<file path="src/rtl/core/i2cms_pkg.sv">
package i2cms_pkg;

    localparam int BUFFER_DEPTH_DEF = 32;
    localparam int IQ_DEPTH         = 2;
    localparam int OQ_DEPTH         = 4;
    localparam int READ_MAX         = 32;

    localparam logic [1:0] KIND_LOAD  = 2'd0;
    localparam logic [1:0] KIND_START = 2'd1;
    localparam logic [1:0] KIND_EVENT = 2'd2;

    localparam logic [7:0] SC_START_SENT = 8'h08;
    localparam logic [7:0] SC_SLAW_ACK   = 8'h18;
    localparam logic [7:0] SC_DATA_ACK   = 8'h28;
    localparam logic [7:0] SC_SLAR_ACK   = 8'h40;
    localparam logic [7:0] SC_RX_ACK     = 8'h50;
    localparam logic [7:0] SC_RX_NACK    = 8'h58;

    localparam logic [1:0] ACK_NONE     = 2'd0;
    localparam logic [1:0] ACK_ASSERT   = 2'd1;
    localparam logic [1:0] ACK_WITHDRAW = 2'd2;

    localparam logic [1:0] OUT_IDLE  = 2'd0;
    localparam logic [1:0] OUT_BUSY  = 2'd1;
    localparam logic [1:0] OUT_DONE  = 2'd2;
    localparam logic [1:0] OUT_ERROR = 2'd3;

    typedef enum logic [1:0] {
        OP_LOAD,
        OP_START,
        OP_EVENT,
        OP_NONE
    } t_op;

    typedef enum logic [2:0] {
        EV_START,
        EV_TX,
        EV_RX_ADDR,
        EV_RX_DATA,
        EV_RX_LAST,
        EV_OTHER
    } t_event;

    typedef enum logic [3:0] {
        S_IDLE  = 4'b0001,
        S_BUSY  = 4'b0010,
        S_DONE  = 4'b0100,
        S_ERROR = 4'b1000
    } t_state;

    // Classified item as it travels from front to back.
    typedef struct packed {
        t_op          op;
        logic         load_ok;
        logic [4:0]   tx_slot;
        logic [7:0]   tx_byte;
        logic [6:0]   address;
        logic [5:0]   write_count;
        logic [5:0]   read_count;
        t_event       evt;
        logic [7:0]   rx_byte;
    } t_cmd;

    typedef struct packed {
        logic         start_accepted;
        logic         request_start;
        logic         clear_start;
        logic         send_valid;
        logic [7:0]   send_byte;
        logic         request_stop;
        logic [1:0]   ack_action;
        logic         rx_valid;
        logic [7:0]   rx_byte;
        logic [4:0]   rx_index;
        logic [1:0]   outcome;
    } t_result;

    function automatic logic [1:0] outcome_of(input t_state s);
        logic [1:0] o;
        case (s)
            S_IDLE:  o = OUT_IDLE;
            S_BUSY:  o = OUT_BUSY;
            S_DONE:  o = OUT_DONE;
            S_ERROR: o = OUT_ERROR;
            default: o = OUT_IDLE;
        endcase
        return o;
    endfunction

endpackage

</file>
<file path="src/rtl/core/i2c_master_transaction_sequencer.sv">
// Items go through the command queue, execute stage, second stage and result queue.
// Throughput: one item per cycle while not full; the command queue decouples intake
// from execution, and the execute stage issues while the result queue has room for it.
// Buffered write bytes come from a registered-read RAM, merged in the second stage.
// Reset (i_rst_n low at a clock edge) empties both queues and returns the status to
// idle with lengths and address cleared; the write buffer keeps its contents.
module i2c_master_transaction_sequencer import i2cms_pkg::*; #(
    parameter int BUFFER_DEPTH = BUFFER_DEPTH_DEF
) (
    input  logic       i_clk,
    input  logic       i_rst_n,
    input  logic       push,
    output logic       full,
    input  logic [1:0] i_kind,
    input  logic [4:0] i_tx_slot,
    input  logic [7:0] i_tx_byte,
    input  logic [6:0] i_target_address,
    input  logic [5:0] i_write_length,
    input  logic [5:0] i_read_length,
    input  logic [7:0] i_status_code,
    input  logic [7:0] i_received_byte,
    output logic       empty,
    input  logic       pop,
    output logic       o_start_accepted,
    output logic       o_request_start,
    output logic       o_clear_start,
    output logic       o_send_valid,
    output logic [7:0] o_send_byte,
    output logic       o_request_stop,
    output logic [1:0] o_ack_action,
    output logic       o_rx_valid,
    output logic [7:0] o_rx_byte,
    output logic [4:0] o_rx_index,
    output logic [1:0] o_outcome
);

    t_cmd    cmd;
    logic    cmd_empty, cmd_pop;
    t_result result;

    i2cms_front #(
        .BUFFER_DEPTH (BUFFER_DEPTH)
    ) u_front (
        .i_clk            (i_clk),
        .i_rst_n          (i_rst_n),
        .i_push           (push),
        .o_full           (full),
        .i_kind           (i_kind),
        .i_tx_slot        (i_tx_slot),
        .i_tx_byte        (i_tx_byte),
        .i_target_address (i_target_address),
        .i_write_length   (i_write_length),
        .i_read_length    (i_read_length),
        .i_status_code    (i_status_code),
        .i_received_byte  (i_received_byte),
        .i_pop            (cmd_pop),
        .o_cmd            (cmd),
        .o_empty          (cmd_empty)
    );

    i2cms_back #(
        .BUFFER_DEPTH (BUFFER_DEPTH)
    ) u_back (
        .i_clk       (i_clk),
        .i_rst_n     (i_rst_n),
        .i_cmd       (cmd),
        .i_cmd_valid (!cmd_empty),
        .o_cmd_pop   (cmd_pop),
        .i_pop       (pop),
        .o_empty     (empty),
        .o_result    (result)
    );

    assign o_start_accepted = result.start_accepted;
    assign o_request_start  = result.request_start;
    assign o_clear_start    = result.clear_start;
    assign o_send_valid     = result.send_valid;
    assign o_send_byte      = result.send_byte;
    assign o_request_stop   = result.request_stop;
    assign o_ack_action     = result.ack_action;
    assign o_rx_valid       = result.rx_valid;
    assign o_rx_byte        = result.rx_byte;
    assign o_rx_index       = result.rx_index;
    assign o_outcome        = result.outcome;

endmodule

</file>
<file path="src/rtl/core/i2cms_ram.sv">
module i2cms_ram #(
    parameter int WIDTH = 8,
    parameter int DEPTH = 32,
    localparam int AW   = (DEPTH > 1) ? $clog2(DEPTH) : 1
) (
    input  logic             i_clk,
    input  logic             i_we,
    input  logic [AW-1:0]    i_waddr,
    input  logic [WIDTH-1:0] i_wdata,
    input  logic             i_re,
    input  logic [AW-1:0]    i_raddr,
    output logic [WIDTH-1:0] o_rdata
);

    logic [WIDTH-1:0] r_mem [DEPTH];
    logic [WIDTH-1:0] r_rdata;

    always_ff @(posedge i_clk) begin
        if (i_we) begin
            r_mem[i_waddr] <= i_wdata;
        end
        if (i_re) begin
            r_rdata <= r_mem[i_raddr];
        end
    end

    assign o_rdata = r_rdata;

endmodule

</file>
<file path="src/rtl/core/i2cms_fifo.sv">
// Small register queue; DEPTH is a power of two, at least 2.
module i2cms_fifo #(
    parameter int WIDTH = 8,
    parameter int DEPTH = 2,
    localparam int AW   = $clog2(DEPTH),
    localparam int CW   = $clog2(DEPTH + 1)
) (
    input  logic             i_clk,
    input  logic             i_rst_n,
    input  logic             i_push,
    input  logic [WIDTH-1:0] i_data,
    input  logic             i_pop,
    output logic [WIDTH-1:0] o_data,
    output logic             o_empty,
    output logic [CW-1:0]    o_count
);

    logic [WIDTH-1:0] r_mem [DEPTH];
    logic [AW-1:0]    r_wr_ptr, n_wr_ptr;
    logic [AW-1:0]    r_rd_ptr, n_rd_ptr;
    logic [CW-1:0]    r_count, n_count;
    logic             is_full;
    logic             do_push, do_pop;

    assign o_empty = (r_count == '0);
    assign is_full = (r_count == CW'(DEPTH));
    assign o_count = r_count;
    assign o_data  = r_mem[r_rd_ptr];
    assign do_push = i_push && !is_full;
    assign do_pop  = i_pop && !o_empty;

    always_comb begin
        n_wr_ptr = do_push ? r_wr_ptr + AW'(1) : r_wr_ptr;
        n_rd_ptr = do_pop  ? r_rd_ptr + AW'(1) : r_rd_ptr;
        n_count  = r_count;
        if (do_push && !do_pop) begin
            n_count = r_count + CW'(1);
        end else if (do_pop && !do_push) begin
            n_count = r_count - CW'(1);
        end
    end

    always_ff @(posedge i_clk) begin
        if (!i_rst_n) begin
            r_wr_ptr <= '0;
            r_rd_ptr <= '0;
            r_count  <= '0;
        end else begin
            r_wr_ptr <= n_wr_ptr;
            r_rd_ptr <= n_rd_ptr;
            r_count  <= n_count;
        end
    end

    always_ff @(posedge i_clk) begin
        if (do_push) begin
            r_mem[r_wr_ptr] <= i_data;
        end
    end

endmodule

</file>
<file path="src/rtl/core/i2cms_front.sv">
module i2cms_front import i2cms_pkg::*; #(
    parameter int BUFFER_DEPTH = BUFFER_DEPTH_DEF
) (
    input  logic       i_clk,
    input  logic       i_rst_n,
    input  logic       i_push,
    output logic       o_full,
    input  logic [1:0] i_kind,
    input  logic [4:0] i_tx_slot,
    input  logic [7:0] i_tx_byte,
    input  logic [6:0] i_target_address,
    input  logic [5:0] i_write_length,
    input  logic [5:0] i_read_length,
    input  logic [7:0] i_status_code,
    input  logic [7:0] i_received_byte,
    input  logic       i_pop,
    output t_cmd       o_cmd,
    output logic       o_empty
);

    localparam int QCW = $clog2(IQ_DEPTH + 1);

    t_cmd                 cmd;
    logic [$bits(t_cmd)-1:0] q_data;
    logic [QCW-1:0]       q_count;

    always_comb begin
        cmd         = '0;
        cmd.tx_slot = i_tx_slot;
        cmd.tx_byte = i_tx_byte;
        cmd.address = i_target_address;
        cmd.rx_byte = i_received_byte;
        cmd.load_ok = ({27'd0, i_tx_slot} < 32'(BUFFER_DEPTH));

        case (i_kind)
            KIND_LOAD:  cmd.op = OP_LOAD;
            KIND_START: cmd.op = OP_START;
            KIND_EVENT: cmd.op = OP_EVENT;
            default:    cmd.op = OP_NONE;
        endcase

        // write length clipped to the buffer; a write clears the read length
        cmd.write_count = ({26'd0, i_write_length} > 32'(BUFFER_DEPTH)) ?
                          6'(BUFFER_DEPTH) : i_write_length;
        if (i_write_length != '0) begin
            cmd.read_count = '0;
        end else if (i_read_length > 6'(READ_MAX)) begin
            cmd.read_count = 6'(READ_MAX);
        end else begin
            cmd.read_count = i_read_length;
        end

        case (i_status_code)
            SC_START_SENT:            cmd.evt = EV_START;
            SC_SLAW_ACK, SC_DATA_ACK: cmd.evt = EV_TX;
            SC_SLAR_ACK:              cmd.evt = EV_RX_ADDR;
            SC_RX_ACK:                cmd.evt = EV_RX_DATA;
            SC_RX_NACK:               cmd.evt = EV_RX_LAST;
            default:                  cmd.evt = EV_OTHER;
        endcase
    end

    i2cms_fifo #(
        .WIDTH ($bits(t_cmd)),
        .DEPTH (IQ_DEPTH)
    ) u_cmd_q (
        .i_clk   (i_clk),
        .i_rst_n (i_rst_n),
        .i_push  (i_push),
        .i_data  (cmd),
        .i_pop   (i_pop),
        .o_data  (q_data),
        .o_empty (o_empty),
        .o_count (q_count)
    );

    assign o_full = (q_count == QCW'(IQ_DEPTH));
    assign o_cmd  = t_cmd'(q_data);

endmodule

</file>
<file path="src/rtl/core/i2cms_back.sv">
module i2cms_back import i2cms_pkg::*; #(
    parameter int BUFFER_DEPTH = BUFFER_DEPTH_DEF
) (
    input  logic    i_clk,
    input  logic    i_rst_n,
    input  t_cmd    i_cmd,
    input  logic    i_cmd_valid,
    output logic    o_cmd_pop,
    input  logic    i_pop,
    output logic    o_empty,
    output t_result o_result
);

    localparam int AW = (BUFFER_DEPTH > 1) ? $clog2(BUFFER_DEPTH) : 1;
    localparam int QCW = $clog2(OQ_DEPTH + 1);

    t_state     r_state, n_state;
    logic [6:0] r_addr, n_addr;
    logic [5:0] r_wcount, n_wcount;
    logic [5:0] r_wpos, n_wpos;
    logic [5:0] r_rcount, n_rcount;
    logic [5:0] r_rpos, n_rpos;

    logic       r_s2_valid;
    logic       r_s2_from_ram;
    t_result    r_s2_res;

    t_result    res, s2_out;
    logic       issue, busy, from_ram, ram_we, ram_re;
    logic [7:0] ram_rdata;
    logic [QCW-1:0] oq_count;
    logic [$bits(t_result)-1:0] oq_data;

    function automatic logic [1:0] ack_choice(input logic [5:0] pos, input logic [5:0] cnt);
        logic [1:0] a;
        if (cnt == '0) begin
            a = ACK_WITHDRAW;
        end else if ({1'b0, pos} + 7'd1 < {1'b0, cnt}) begin
            a = ACK_ASSERT;
        end else begin
            a = ACK_WITHDRAW;
        end
        return a;
    endfunction

    // room is reserved for the item in the second stage and the one issued now
    assign issue     = i_cmd_valid && ((32'(oq_count) + 32'(r_s2_valid)) < OQ_DEPTH);
    assign o_cmd_pop = issue;
    assign busy      = (r_state == S_BUSY);

    always_comb begin
        n_state  = r_state;
        n_addr   = r_addr;
        n_wcount = r_wcount;
        n_wpos   = r_wpos;
        n_rcount = r_rcount;
        n_rpos   = r_rpos;
        res      = '0;
        from_ram = 1'b0;
        ram_we   = 1'b0;
        ram_re   = 1'b0;

        if (issue) begin
            case (i_cmd.op)
                OP_LOAD: begin
                    ram_we = !busy && i_cmd.load_ok;
                end
                OP_START: begin
                    if (!busy) begin
                        n_addr             = i_cmd.address;
                        n_wcount           = i_cmd.write_count;
                        n_wpos             = '0;
                        n_rcount           = i_cmd.read_count;
                        n_rpos             = '0;
                        n_state            = S_BUSY;
                        res.start_accepted = 1'b1;
                        res.request_start  = 1'b1;
                    end
                end
                OP_EVENT: begin
                    if (busy) begin
                        case (i_cmd.evt)
                            EV_START: begin
                                res.send_valid  = 1'b1;
                                res.send_byte   = {r_addr, (r_wcount == '0)};
                                res.clear_start = 1'b1;
                            end
                            EV_TX: begin
                                if (r_wpos < r_wcount) begin
                                    res.send_valid = 1'b1;
                                    from_ram       = 1'b1;
                                    ram_re         = 1'b1;
                                    n_wpos         = r_wpos + 6'd1;
                                end else begin
                                    res.request_stop = 1'b1;
                                    n_state          = S_DONE;
                                end
                            end
                            EV_RX_ADDR: begin
                                res.ack_action = ack_choice(r_rpos, r_rcount);
                            end
                            EV_RX_DATA, EV_RX_LAST: begin
                                if (r_rpos < r_rcount) begin
                                    res.rx_valid = 1'b1;
                                    res.rx_byte  = i_cmd.rx_byte;
                                    res.rx_index = r_rpos[4:0];
                                    n_rpos       = r_rpos + 6'd1;
                                end
                                if (i_cmd.evt == EV_RX_DATA) begin
                                    res.ack_action = ack_choice(n_rpos, r_rcount);
                                end else begin
                                    res.request_stop = 1'b1;
                                    n_state          = S_DONE;
                                end
                            end
                            default: begin
                                res.request_stop = 1'b1;
                                n_state          = S_ERROR;
                            end
                        endcase
                    end
                end
                default: ;
            endcase
        end
        res.outcome = outcome_of(n_state);
    end

    always_ff @(posedge i_clk) begin
        if (!i_rst_n) begin
            r_state    <= S_IDLE;
            r_addr     <= '0;
            r_wcount   <= '0;
            r_wpos     <= '0;
            r_rcount   <= '0;
            r_rpos     <= '0;
            r_s2_valid <= 1'b0;
        end else begin
            r_state    <= n_state;
            r_addr     <= n_addr;
            r_wcount   <= n_wcount;
            r_wpos     <= n_wpos;
            r_rcount   <= n_rcount;
            r_rpos     <= n_rpos;
            r_s2_valid <= issue;
        end
    end

    always_ff @(posedge i_clk) begin
        r_s2_res      <= res;
        r_s2_from_ram <= from_ram;
    end

    i2cms_ram #(
        .WIDTH (8),
        .DEPTH (BUFFER_DEPTH)
    ) u_tx_buf (
        .i_clk   (i_clk),
        .i_we    (ram_we),
        .i_waddr (AW'(i_cmd.tx_slot)),
        .i_wdata (i_cmd.tx_byte),
        .i_re    (ram_re),
        .i_raddr (AW'(r_wpos)),
        .o_rdata (ram_rdata)
    );

    // buffered byte arrives from the RAM in the cycle after the decision
    always_comb begin
        s2_out = r_s2_res;
        if (r_s2_from_ram) begin
            s2_out.send_byte = ram_rdata;
        end
    end

    i2cms_fifo #(
        .WIDTH ($bits(t_result)),
        .DEPTH (OQ_DEPTH)
    ) u_res_q (
        .i_clk   (i_clk),
        .i_rst_n (i_rst_n),
        .i_push  (r_s2_valid),
        .i_data  (s2_out),
        .i_pop   (i_pop),
        .o_data  (oq_data),
        .o_empty (o_empty),
        .o_count (oq_count)
    );

    assign o_result = t_result'(oq_data);

endmodule

</file>
<file path="config.mk">
export PLATFORM = sky130hd
export DESIGN_NAME = i2c_master_transaction_sequencer
export DESIGN_NICKNAME = d
export VERILOG_FILES = /design/src/rtl/core/i2cms_pkg.sv /design/src/rtl/core/i2c_master_transaction_sequencer.sv /design/src/rtl/core/i2cms_ram.sv /design/src/rtl/core/i2cms_fifo.sv /design/src/rtl/core/i2cms_front.sv /design/src/rtl/core/i2cms_back.sv
export SDC_FILE = /design/constraint.sdc
export NUM_CORES = 1
export LEC_CHECK = 0
export ABC_AREA = 1
export BUFFER_PORTS_ARGS = -buffer_cell sky130_fd_sc_hd__buf_4
export CAP_MARGIN = 15
export CORE_ASPECT_RATIO = 0.8
export CORE_MARGIN = 4
export CORE_UTILIZATION = 65
export CTS_CLUSTER_SIZE = 30
export DETAILED_ROUTE_END_ITERATION = 7
export PLACE_DENSITY_LB_ADDON = 0.2
export SYNTH_ARGS = -nofsm -noshare
export SYNTH_HDL_FRONTEND = slang
export SYNTH_SLANG_ARGS = --single-unit
</file>
<file path="constraint.sdc">
create_clock -name i_clk -period 5.43 [get_ports i_clk]
set_input_delay 0.2715 -clock i_clk [delete_from_list [all_inputs] [get_ports i_clk]]
set_output_delay 0.2715 -clock i_clk [all_outputs]
set_load 0.01 [all_outputs]
</file>
==> insert_results.sql <==
INSERT INTO impl_metrics (metric_group, metric, value, unit) VALUES
('global_route', 'grt_util_all_layers', '0.284', ''),
('placed_design', 'post_dp_cell_area', '23100', 'µm²'),
('placed_design', 'dp.final_hpwl', '32500', 'µm'),
('detailed_routing', 'vias_per_cell', '6.25', ''),
('power_and_ir_drop', 'ir_worst_vdd', '0.000282', 'V'),
('timing', 'layout_worst_path_cycle_share', '0.625', ''),
('cts', 'ctsHoldBuffers', '31', ''),
('cts', 'numCtsBuffers', '51', ''),
('worst_setup_path', 'arrival', '3610', 'ps'),
('synth', 'netlist-cell-type-count', '48', ''),
('synth', 'post_synthesis_sequential_element_count', '555', ''),
('global_route', 'via_count_of_the_first_global_routing_pass', '14300', ''),
('floorplanning', 'core_area', '33600', 'µm²'),
('worst_setup_path', 'timing.critical_path.to_type', 'register', ''),
('floorplanning', 'start_util', '0.659', ''),
('floorplanning', 'floorplan.io_pins', '87', ''),
('timing', 'max_freq', '295', 'MHz'),
('synth', 'syn_nets', '1910', ''),
('worst_setup_path', 'worst_path_max_fanout', '44', ''),
('global_route', 'grt_antenna_before_repair', '0', ''),
('cts', 'cts_setup_buffers', '0', ''),
('finish', 'final_stage_net_count', '2004', ''),
('timing', 'relSlewSlack', '0.334', ''),
('timing', 'timing_max_transition_violations_final', '0', ''),
('timing', 'total_negative_setup_slack', '0', 'ps'),
('timing', 'final.setup_skew', '25.7', 'ps'),
('cts', 'htreeDepth', '2', ''),
('placed_design', 'gpl.final_weighted_congestion', '0.974', ''),
('cts', 'clockBufferDepth', '3', ''),
('timing', 'worst_slew_pin_slew', '999', 'ps'),
('status', 'status', 'finished clean', ''),
('worst_setup_path', 'worst-r2r-cell-count', '8', ''),
('global_route', 'grt_first_pass_wirelength', '82100', 'µm'),
('floorplanning', 'floorplan.die.width', '214', 'µm'),
('detailed_routing', 'post-route-drc-count', '0', ''),
('synth', 'synth.avg_cell_area', '12.1', 'µm²'),
('global_route', 'grt_remaining_overflow', '0', ''),
('finish', 'num-fill-cells', '2002', ''),
('finish', 'layout.area.seq', '15900', 'µm²'),
('detailed_routing', 'detail_route.wirelength', '53200', 'µm'),
('power_and_ir_drop', 'power_leakage', '8.92', 'nW'),
('synth', 'synth_cells', '1823', ''),
('timing', 'unrepaired_setup_endpoints_after_global_routing', 'false', ''),
('worst_setup_path', 'crit_type', 'reg2reg', ''),
('detailed_routing', 'ant_nets', '0', ''),
('finish', 'insertedDiodeCount', '0', ''),
('finish', 'layout-drive-gt1-share', '0.130', ''),
('cts', 'cts_tree', 'yes', ''),
('worst_setup_path', 'worst_r2r_endpoint', 'u_back.u_tx_buf.r_mem[3][3]', ''),
('finish', 'area_of_the_multi_input_gates', '5430', 'µm²'),
('cts', 'cts.reportedPaths.clkPinSlew', '70', 'ps'),
('worst_setup_path', 'startpoint_type', 'register', ''),
('flow_run', 'maxCapViolCount', '0', ''),
('hold_path', 'hold_path_startpoint', 'i_read_length[5]', ''),
('detailed_routing', 'wl_per_cell', '22.2', 'µm'),
('timing', 'finalSetupViolCount', '0', ''),
('worst_setup_path', 'worstSetupEndpoint', 'u_back.u_tx_buf.r_mem[3][3]', ''),
('detailed_routing', 'drt-pass1-iter-count', '6', ''),
('cts', 'count_of_clock_tree_sinks', '555', ''),
('cts', 'cts_root_buffer', 'sky130_fd_sc_hd__clkbuf_16', ''),
('timing', 'fin_crit', '3400', 'ps'),
('timing', 'hold_violations', '0', ''),
('detailed_routing', 'vias', '15000', ''),
('finish', 'layout.cells.most_common_list', 'sky130_fd_sc_hd__edfxtp_1 (474), sky130_fd_sc_hd__nor2_1 (284), sky130_fd_sc_hd__o21ai_0 (243), sky130_fd_sc_hd__nand2_1 (184), sky130_fd_sc_hd__inv_1 (113)', ''),
('hold_path', 'min_path_type', 'in2reg', ''),
('placed_design', 'io_buffer_count', '86', ''),
('finish', 'final_common_cell', 'sky130_fd_sc_hd__edfxtp_1', ''),
('synth', 'seq_area_frac_synth', '0.717', ''),
('floorplanning', 'std_cell_rows', '60', ''),
('detailed_routing', 'detail_route.iter0.violations', '2375', ''),
('worst_setup_path', 'worst-endpoint-required', '5650', 'ps'),
('global_route', 'grt_start_max_net_pins', '131', ''),
('power_and_ir_drop', 'power_per_cell_area', '519', 'nW/µm²'),
('cts', 'cts_repair_resize_count', '0', ''),
('cts', 'clk_latency', '590', 'ps'),
('finish', 'area.growth.synth_to_final', '14.2', '%'),
('synth', 'post_synth_instance_area', '22100', 'µm²'),
('worst_setup_path', 'reg2reg_setup_slack', '2030', 'ps'),
('finish', 'postLayoutCellArea', '25200', 'µm²'),
('hold_path', 'timing.hold.worst_path_depth', '2', ''),
('floorplanning', 'dieArea', '37000', 'µm²'),
('floorplanning', 'dieHeight', '173', 'µm'),
('synth', 'synth-warning-count', '0', '');
logic make-up after synthesis:
family                     after synthesis  share of synthesized area
AOI/OAI and AO/OA                      419                      0.109
xor gates and xnor gates                 7                    0.00277
adders and majority gates               33                     0.0190
buffers and inverters                  219                     0.0389
DFF                                    555                      0.717
muxes                                    8                    0.00408
and+or+nand+nor                        582                      0.109
area by class of cell:
cell class	instances	share of cell area
flip-flops and latches	555	0.628
multi-input cells	1049	0.215
clock buffers	62	0.0558
repair buffers	137	0.0443
well taps	434	0.0215
inverters	123	0.0183
clock inverters	34	0.0164
registers in the layout (all words and copies together) (netlist names), named ones only:
| register | cells |
|---|---|
| u_back.r_addr | 7 |
| u_back.r_rcount | 6 |
| u_back.r_rpos | 6 |
| u_back.r_s2_from_ram | 1 |
| u_back.r_s2_res | 30 |
| u_back.r_s2_valid | 1 |
| u_back.r_state | 4 |
| u_back.r_wcount | 6 |
| u_back.r_wpos | 6 |
| u_back.u_res_q.o_count | 3 |
| u_back.u_res_q.r_mem | 120 |
| u_back.u_res_q.r_rd_ptr | 2 |
| u_back.u_res_q.r_wr_ptr | 2 |
| u_back.u_tx_buf.o_rdata | 8 |
| u_back.u_tx_buf.r_mem | 256 |
| u_front.u_cmd_q.o_count | 2 |
| u_front.u_cmd_q.r_mem | 90 |
| u_front.u_cmd_q.r_rd_ptr | 1 |
| u_front.u_cmd_q.r_wr_ptr | 1 |
synth_stat cells, drive strengths merged:
library cell,instances,share of area
edfxtp,474,0.64
nor2,295,0.051
o21ai,250,0.057
nand2,193,0.033
inv,122,0.021
dfxtp,81,0.073
clkbuf,74,0.013
o22ai,68,0.019
nand3,48,0.011
a21oi,35,0.0089
ha,32,0.018
o221ai,26,0.010
buf,22,0.0055
a31oi,20,0.0057
nor3,15,0.0048
nand4,13,0.0037
or2,9,0.0025
mux2,8,0.0041
a22oi,7,0.0026
o211ai,7,0.0024
xor2,6,0.0024
a211oi,3,0.0016
and2,3,0.00085
nor4,3,0.00085
nand3b,2,0.00068
a21boi,1,0.00034
clkinv,1,0.00017
fa,1,0.00091
nand2b,1,0.00028
o21a,1,0.00034
o31ai,1,0.00034
xnor2,1,0.00040
metrics by stage:
stage | instances | util | hold slack (ps) | setup WS [ps] | power [W]
after floorplan | 1823 | - | 370 | 2530 | 0.00790
after global placement | 2266 | 0.688 | 437 | 2140 | 0.00909
after detailed placement | 2266 | 0.688 | 443 | 2020 | 0.00921
after CTS | 2393 | 0.752 | 4.40 | 1980 | 0.0130
after global routing | 2394 | 0.752 | 6.98 | 1690 | 0.0137
final | 2394 | 0.752 | 21.8 | 2030 | 0.0131
critical path, cell delays in order, from the launching register on:
cell                      delay, ps
sky130_fd_sc_hd__dfxtp_1        350
sky130_fd_sc_hd__inv_2          300
sky130_fd_sc_hd__or2_2          390
sky130_fd_sc_hd__o21ai_0        160
sky130_fd_sc_hd__ha_1           210
sky130_fd_sc_hd__nand2_1         50
sky130_fd_sc_hd__nor2_1         230
sky130_fd_sc_hd__nand3_1        580
sky130_fd_sc_hd__nor2_1         750
metal layers:
metal / share of wire / global-route usage / vias up / wire [µm]
li1: - / - / 6722 / -
met1: 0.42 / 0.439 / 7143 / 22100
met2: 0.44 / 0.415 / 964 / 23200
met3: 0.12 / 0.0671 / 134 / 6580
met4: 0.024 / 0.0699 / 0 / 1280
met5: 0 / 0 / - / 0
power by group:
part           internal [W]  leakage, nW  switching (W)
combinational       0.00113         3.11        0.00280
clock               0.00225        0.905        0.00157
sequential          0.00521         4.90       0.000143
total               0.00859         8.92        0.00451
how the worst min path moves through the flow:
stage / end / slack [ps]
floorplan: u_front.u_cmd_q.r_mem[0][0] / 370
global placement: u_back.r_s2_res[19] / 440
detailed placement: u_back.r_s2_res[19] / 440
CTS: u_front.u_cmd_q.r_mem[0][14] / 4
global route: u_front.u_cmd_q.r_mem[1][14] / 7
finish: u_front.u_cmd_q.r_mem[0][14] / 20
Note: power is estimated with default switching activity, not from simulation.
